File: config.mk
export PLATFORM = sky130hd
export DESIGN_NAME = hag_front
export DESIGN_NICKNAME = d
export VERILOG_FILES = /design/src/sv/hag_pkg.sv /design/src/sv/hag_front.sv
export SDC_FILE = /design/constraint.sdc
export NUM_CORES = 1
export LEC_CHECK = 0
export BUFFER_PORTS_ARGS = -buffer_cell sky130_fd_sc_hd__buf_2
export CAP_MARGIN = 40
export CORE_AREA = 2 2 131 133
export DETAILED_ROUTE_END_ITERATION = 10
export DIE_AREA = 0 0 133 135
export PLACE_DENSITY = 0.69
export REMOVE_ABC_BUFFERS = 1
export SETUP_SLACK_MARGIN = 0.02
export SLEW_MARGIN = 20
export SYNTH_ARGS = -nofsm -noshare
export SYNTH_HDL_FRONTEND = slang
export SYNTH_SLANG_ARGS = --single-unit
File: constraint.sdc
create_clock -name clk -period 5.89 [get_ports clk]
set_input_delay 0.2945 -clock clk [delete_from_list [all_inputs] [get_ports clk]]
set_output_delay 0.2945 -clock clk [all_outputs]
set_load 0.03 [all_outputs]
File: src/sv/hag_pkg.sv
// Shared types, constants and root table of the HDR tone mapper
package hag_pkg;

	typedef struct packed {
		logic        func;
		logic [31:0] red_in;
		logic [31:0] green_in;
		logic [31:0] blue_in;
		logic        frame_end;
	} in_t;

	typedef struct packed {
		logic [7:0] red_out;
		logic [7:0] green_out;
		logic [7:0] blue_out;
	} out_t;

	typedef struct packed {
		logic [31:0] manual_exposure;
		logic [15:0] gamma_value;
		logic        auto_exposure_enable;
	} cfg_t;

	typedef enum logic [1:0] {
		CFG_MANUAL_EXPOSURE      = 2'd0,
		CFG_GAMMA_VALUE          = 2'd1,
		CFG_AUTO_EXPOSURE_ENABLE = 2'd2
	} cfg_idx_t;

	typedef enum logic [1:0] {
		KIND_STAT,
		KIND_STAT_END,
		KIND_MAP
	} kind_t;

	typedef struct packed {
		kind_t       kind;
		logic [31:0] red;
		logic [31:0] green;
		logic [31:0] blue;
	} qent_t;

	localparam logic [24:0] MAX_PIXELS       = 25'd16777216;
	localparam logic [31:0] RESET_EXPOSURE   = 32'd65536;
	localparam logic [15:0] RESET_GAMMA      = 16'd9011;
	localparam logic [15:0] LUM_WR           = 16'd19595;
	localparam logic [15:0] LUM_WG           = 16'd38470;
	localparam logic [15:0] LUM_WB           = 16'd7471;
	localparam logic [48:0] EPS_Q32          = 49'd429497;
	localparam logic signed [24:0] LN2_Q24   = 25'sd11629080;
	localparam logic signed [26:0] INVLN2_Q24 = 27'sd24204406;
	localparam logic signed [26:0] LN018_Q16 = -27'sd112381;

	typedef logic [19:0][31:0] root_tab_t;

	function automatic logic [63:0] isqrt64(input logic [63:0] a);
		logic [63:0] res;
		logic [63:0] bv;
		logic [63:0] rem;
		res = 64'd0;
		bv  = 64'h4000_0000_0000_0000;
		rem = a;
		for (int i = 0; i < 32; i++) begin
			if (bv > rem)
				bv = bv >> 2;
		end
		for (int i = 0; i < 32; i++) begin
			if (bv != 64'd0) begin
				if (rem >= res + bv) begin
					rem = rem - (res + bv);
					res = (res >> 1) + bv;
				end else begin
					res = res >> 1;
				end
				bv = bv >> 2;
			end
		end
		return res;
	endfunction

	// Q1.30 roots 2^(2^-i), i = 1..20, each the floor sqrt of the one before
	function automatic root_tab_t build_roots();
		root_tab_t   tab;
		logic [63:0] r;
		r = 64'h8000_0000;
		for (int i = 0; i < 20; i++) begin
			r = isqrt64(r << 30);
			tab[i] = r[31:0];
		end
		return tab;
	endfunction

	localparam root_tab_t POW2_ROOTS = build_roots();

endpackage

File: src/sv/hag_front.sv
// Front end: accepts and classifies requests into a two-entry queue
module hag_front import hag_pkg::*; (
	input  logic  clk,
	input  logic  arst_n,
	input  logic  in_valid,
	output logic  in_ready,
	input  in_t   in_item,
	output logic  q_valid,
	input  logic  q_ready,
	output qent_t q_item
);

	qent_t      ent_q [2];
	logic       wr_ptr_q;
	logic       rd_ptr_q;
	logic [1:0] cnt_q;
	qent_t      ent_new;
	logic       push;
	logic       pop;

	always_comb begin
		ent_new.red   = in_item.red_in;
		ent_new.green = in_item.green_in;
		ent_new.blue  = in_item.blue_in;
		if (in_item.func)
			ent_new.kind = KIND_MAP;
		else if (in_item.frame_end)
			ent_new.kind = KIND_STAT_END;
		else
			ent_new.kind = KIND_STAT;
	end

	assign in_ready = (cnt_q != 2'd2);
	assign q_valid  = (cnt_q != 2'd0);
	assign q_item   = ent_q[rd_ptr_q];
	assign push     = in_valid && in_ready;
	assign pop      = q_valid && q_ready;

	always_ff @(posedge clk) begin
		if (push)
			ent_q[wr_ptr_q] <= ent_new;
	end

	always_ff @(posedge clk or negedge arst_n) begin
		if (!arst_n) begin
			wr_ptr_q <= 1'b0;
			rd_ptr_q <= 1'b0;
			cnt_q    <= 2'd0;
		end else begin
			if (push)
				wr_ptr_q <= ~wr_ptr_q;
			if (pop)
				rd_ptr_q <= ~rd_ptr_q;
			if (push && !pop)
				cnt_q <= cnt_q + 2'd1;
			else if (pop && !push)
				cnt_q <= cnt_q - 2'd1;
		end
	end

endmodule

# After elaboration in Yosys (flattened, before gate mapping)
# Memory sizes are Yosys's and may differ from the RTL's.
# Index checks and enable logic that the tools add are counted.
[word_totals]
reg_bits = 4
ramBits = 196
input_bits = 102
output_inout_bits = 100
elab_cells = 23
mem_count = 1
[memory_table]
columns = ["name", "depth", "width", "read_ports", "rd_clocked_by_memory_dff", "wr", "line", "text"]
rows = [
  ["ent_q", 2, 98, 1, 0, 1, "hag_front.sv:13", "qent_t ent_q [2];"],
]
[classes]
add_sub_neg = 2
n_eq_ne = 1
n_mux = 6
bitwise_logic = 2
n_reduce_logical = 8
[ops]
columns = ["operator", "count"]
rows = [
  ["$mux 2", 3],
  ["$logic_and 1x1->1", 4],
  ["$reduce_bool 2->1", 2],
  ["$mux 1", 3],
  ["$add 2x1->2 const B", 1],
  ["$logic_not 1->1", 2],
  ["$ne 2x2->1 const B", 1],
  ["$not 1->1", 2],
  ["$sub 2x1->2 const B", 1],
]

# Logic depth before layout (Yosys ltp)
[depth]
word_depth = 6
depth_mapped = 7
ltp_nobuf = 7

# Worst setup path after synthesis
# OpenSTA, ideal clock, no wires.
[synth_path]
path_kind = "register -> register"
startpoint = "register cnt_q[0]"
endpoint = "memory ent_q[0][0] (netlist bit), enable pin"
setup_time_ps = 556
arrival_time_ps = 4970
required_ps = 5334
slack_ps = 364
path_stages_with_launch = 4
path_cell_list = "dfrtp_1 -> nand2b_1 -> nand2_1 -> nor2_1"
[synth_between]
elab_chain_len = 4
[synth_lines]
columns = ["element", "line", "text"]
rows = [
  ["start: declaration", "hag_front.sv:16", "logic [1:0] cnt_q;"],
  ["start signal: assignment", "hag_front.sv:55", "cnt_q <= cnt_q + 2'd1;"],
  ["start signal: assignment", "hag_front.sv:57", "cnt_q <= cnt_q - 2'd1;"],
  ["$ne 2x2->1", "hag_front.sv:33", "assign in_ready = (cnt_q != 2'd2);"],
  ["via in_ready", "hag_front.sv:6", "output logic in_ready,"],
  ["$logic_and 1x1->1", "hag_front.sv:36", "assign push = in_valid && in_ready;"],
  ["$mux 1", "hag_front.sv:40", "if (push)"],
  ["$mux 1 (not written as such)", "hag_front.sv:41", "ent_q[wr_ptr_q] <= ent_new;"],
  ["end: declaration", "hag_front.sv:13", ""],
]
# The timed path passes the listed nets, and every way through them passes these cells.

==> out/qor.csv <==
stage,metric,value,unit
status,status,finished clean,
pwr,combinational power share,35.3,%
clocking,"Reg clk slew, reported paths",0.07,ns
global_route,initial antenna violation count,1,
die,Die ar.,17960,µm²
die,Starting Density,44.50,%
logic_synthesis,"Top FF cell, synth",edfxtp_1,
logic_synthesis,"area leader, netlist",edfxtp_1,
sta,Slew HR,53.86,%
clocking,Clock Sinks,200,
setup_path,CP arrival,2.53,ns
logic_synthesis,number of flops mapped to enable cells by yosys,196,
pwr,Sw Share,34.84,%
place,PortBufs,201,
global_route,largest net degree at the start of global routing,62,
setup_path,crit path capture type,output port,
finish,Fill cells,1290,
die,Placeable Area,16410,µm²
finish,Nets,643,
logic_synthesis,sequential area share after synthesis,81.99,%
clocking,CTS buffer count,17,
setup_path,CP max FO,37,
die,row cnt,47,
setup_path,Worst path max stage delay,0.76,ns
logic_synthesis,"FF+latch count, synth",200,
logic_synthesis,most frequent cell after synthesis,edfxtp_1,
finish,layout cell share with drive strength beyond 1,60.94,%
global_route,gr ovfl total,0,
sta,setup TNS,0,ns
clocking,CTS max path bufs,2,
logic_synthesis,commonest cells in the synthesized netlist,"196 x edfxtp_1, 88 x mux2_2, 10 x mux2_4, 8 x buf_2, 4 x dfrtp_1",
sta,actual slew at the worst max-slew pin,0.6922,ns
routing,vias after detailed routing,3694,
global_route,vias in the first global route,4031,
global_route,global-route wire length before repair,20430,µm
setup_path,CP Launch Point,rd_ptr_q$_DFFE_PN0P_,
clocking,Clock Latency Late Sink,0.41,ns
logic_synthesis,Yosys cell types,16,
routing,WL/cell,17.17,µm
setup_path,CP top delay family,buffers and inverters,
sta,fmax,353.4,MHz
place,Placer Congestion,0.6845,
sta,final hold vios,0,
die,Die W,133,µm
finish,Layout area overhead,26.20,%
clocking,H-tree depth,4,
finish,antenna cells,0,
routing,via/cell ratio,4.779,
logic_synthesis,ys async rst share,2.000,%
sta,Fin Clk Skew,0.006785,ns
sta,fin crit period,2.829,ns
sta,"Slew Viols, Final",0,
die,I/O pin total,202,
routing,TritonRoute pass-1 iters,4,
pwr,leakage power,3.475,nW
run,max-cap viol count,0,
pwr,Worst VDD drop,0.3270,mV
routing,Routed WL,13270,µm
setup_path,Reg-to-Reg Start,cnt_q[0]$_DFFE_PN0P_,
logic_synthesis,Synth warnings,0,
pwr,internal power,3.281,mW
sta,period utilization,48.04,%
logic_synthesis,Synth Cell Area,7301,µm²
pwr,register share of total power,41.1,%
clocking,clock root buffer,clkbuf_16,
pwr,pwr/cell area,546.6,nW/µm²
min_path,Worst Hold Class,primary input to flip-flop,
min_path,hold path start,in_item[87],
routing,First DRT Iteration DRCs,196,
logic_synthesis,Post-Syn Area per Cell,22.53,µm²
place,dpl hpwl,8617,µm
setup_path,worst endpoint required time,5.60,ns
logic_synthesis,Yosys top cell area share,80.62,%
clocking,post_cts resized,0,
setup_path,crit-path cells,buf_4 -> buf_12 -> mux2_2 -> buf_2,
setup_path,CP Buf/Inv Count,3,
pwr,clock share of power,23.6,%
global_route,Total GRT Usage,14.99,%
sta,RSZ-0062 raised after global routing,no,
setup_path,CP max-delay cell,dfrtp_4,
clocking,CTS tree,built,
setup_path,worst setup path category,flip-flop to output port,
pwr,Sw Pwr,1.754,mW
routing,Routed Antenna Nets,0,
logic_synthesis,Cells after Synth,324,
sta,setup violators final,0,
routing,DRC violations left,0,
logic_synthesis,"top cells by area, synth","edfxtp_1 81%, mux2_2 14%, mux2_4 2.1%",
place,placed cells,739,
die,Die Height,135,µm
finish,final cell count without fillers,773,
setup_path,crit start category,flip-flop,
==> layout by cell type (no fill, tap or decap) <==
| cell type | synthesis | final |
|---|---|---|
| buf_2 | 8 | 201 |
| edfxtp_1 | 196 | 196 |
| mux2_2 | 88 | 88 |
| clkbuf_16 | 0 | 17 |
| mux2_4 | 10 | 10 |
| bufinv_16 | 0 | 4 |
| buf_4 | 0 | 4 |
| xnor2_1 | 3 | 3 |
| clkinv_2 | 0 | 3 |
| dfrtp_1 | 4 | 3 |
| nand2_1 | 2 | 2 |
| xor2_1 | 2 | 2 |
| clkbuf_1 | 0 | 2 |
| clkinv_1 | 0 | 2 |
| inv_6 | 0 | 2 |
| buf_12 | 0 | 2 |
| nand2b_1 | 1 | 1 |
| inv_1 | 1 | 1 |
| or2_2 | 1 | 1 |
| nor2_4 | 0 | 1 |
| and3_4 | 0 | 1 |
| nor2b_1 | 1 | 1 |
| nor2_1 | 2 | 1 |
| ha_1 | 1 | 1 |
| clkinv_4 | 0 | 1 |
| clkinvlp_4 | 0 | 1 |
| dlygate4sd3_1 | 0 | 1 |
| dfrtp_4 | 0 | 1 |
==> worst reg2reg max path: stages, from the launching register on <==
cell	delay (ns)
dfrtp_1	0.41
nand2b_1	0.17
nand2_1	0.15
nor2_4	0.10
buf_4	0.54
buf_4	0.70
==> layer usage <==
layer | wire length, µm | GRT usage, %
met4 | 242 | 5.137
met5 | 13 | 0
met2 | 6598 | 25.53
met1 | 5398 | 17.22
met3 | 1019 | 6.194
==> path summary, 6_finish.rpt <==
kind | slack (ns) | endpoint | depth (start not counted)
setup / recovery | 3.06 | q_item[67] | 4
hold / removal | 0.06 | ent_q[0][86]$_DFFE_PP_ | 1
setup reg to reg | 3.43 | ent_q[0][65]$_DFFE_PP_ | 5
hold reg to reg | 0.51 | cnt_q[1]$_DFFE_PN0P_ | 1
max in group asynchronous | 5.50 | rd_ptr_q$_DFFE_PN0P_ | 2
min in group asynchronous | 0.24 | rd_ptr_q$_DFFE_PN0P_ | 2
==> sequential cells by signal, indices dropped and copies added (netlist names) <==
register and cells:
ent_q 196, cnt_q 2, wr_ptr_q 1, rd_ptr_q 1
==> metrics by stage <==
stage | power (mW) | util, % | instance area, µm² | hold WS [ns] | setup WS, ns
after detailed placement | 3.896 | 52.26 | 8574 | 0.1140 | 3.385
after CTS | 5.093 | 56.04 | 9194 | 0.04155 | 2.987
after global placement | 3.850 | 52.14 | 8554 | 0.1018 | 3.387
after floorplan | 3.419 | - | 7227 | -0.001091 | 0.3639
after global routing | 5.265 | 56.16 | 9214 | 0.03821 | 2.891
final | 5.036 | 56.16 | 9214 | 0.06435 | 3.061
==> power by group through the flow <==
| stage | combinational [mW] | sequential [mW] | clock (mW) |
|---|---|---|---|
| after floorplan | 1.26 | 2.16 | 0 |
| after global placement | 1.76 | 2.09 | 0 |
| after detailed placement | 1.79 | 2.11 | 0 |
| after CTS | 1.80 | 2.08 | 1.22 |
| after global routing | 1.88 | 2.10 | 1.28 |
| final | 1.78 | 2.07 | 1.19 |
==> area by class of cell <==
type	count	area, µm²	area share, %
inverters	1	3.754	0.04074
clock inverters	13	176.4	1.915
repair buffers	208	1086	11.79
multi-input cells	112	1250	13.57
clock buffers	19	432.9	4.699
well taps	220	275.3	2.988
flip-flops and latches	200	5989	65.01
==> cell families (layout without fill, tap and decap cells) <==
family                     count (synthesis)  after routing  share of synthesized area [%]
muxes                                     98             98                          15.63
and+or+nand+nor                            8              8                         0.5487
DFF                                      200            200                          81.99
adders and majority gates                  1              1                         0.1714
buffers and inverters                     12            241                          1.062
xor gates and xnor gates                   5              5                         0.5999
==> what timing repair did <==
| action | in CTS | in global routing |
|---|---|---|
| setup buffers | 0 | 0 |
| hold buffers | 1 | 0 |
| hold endpoints to repair | 4 | 0 |
No activity file was read; power rests on OpenSTA's default activity.
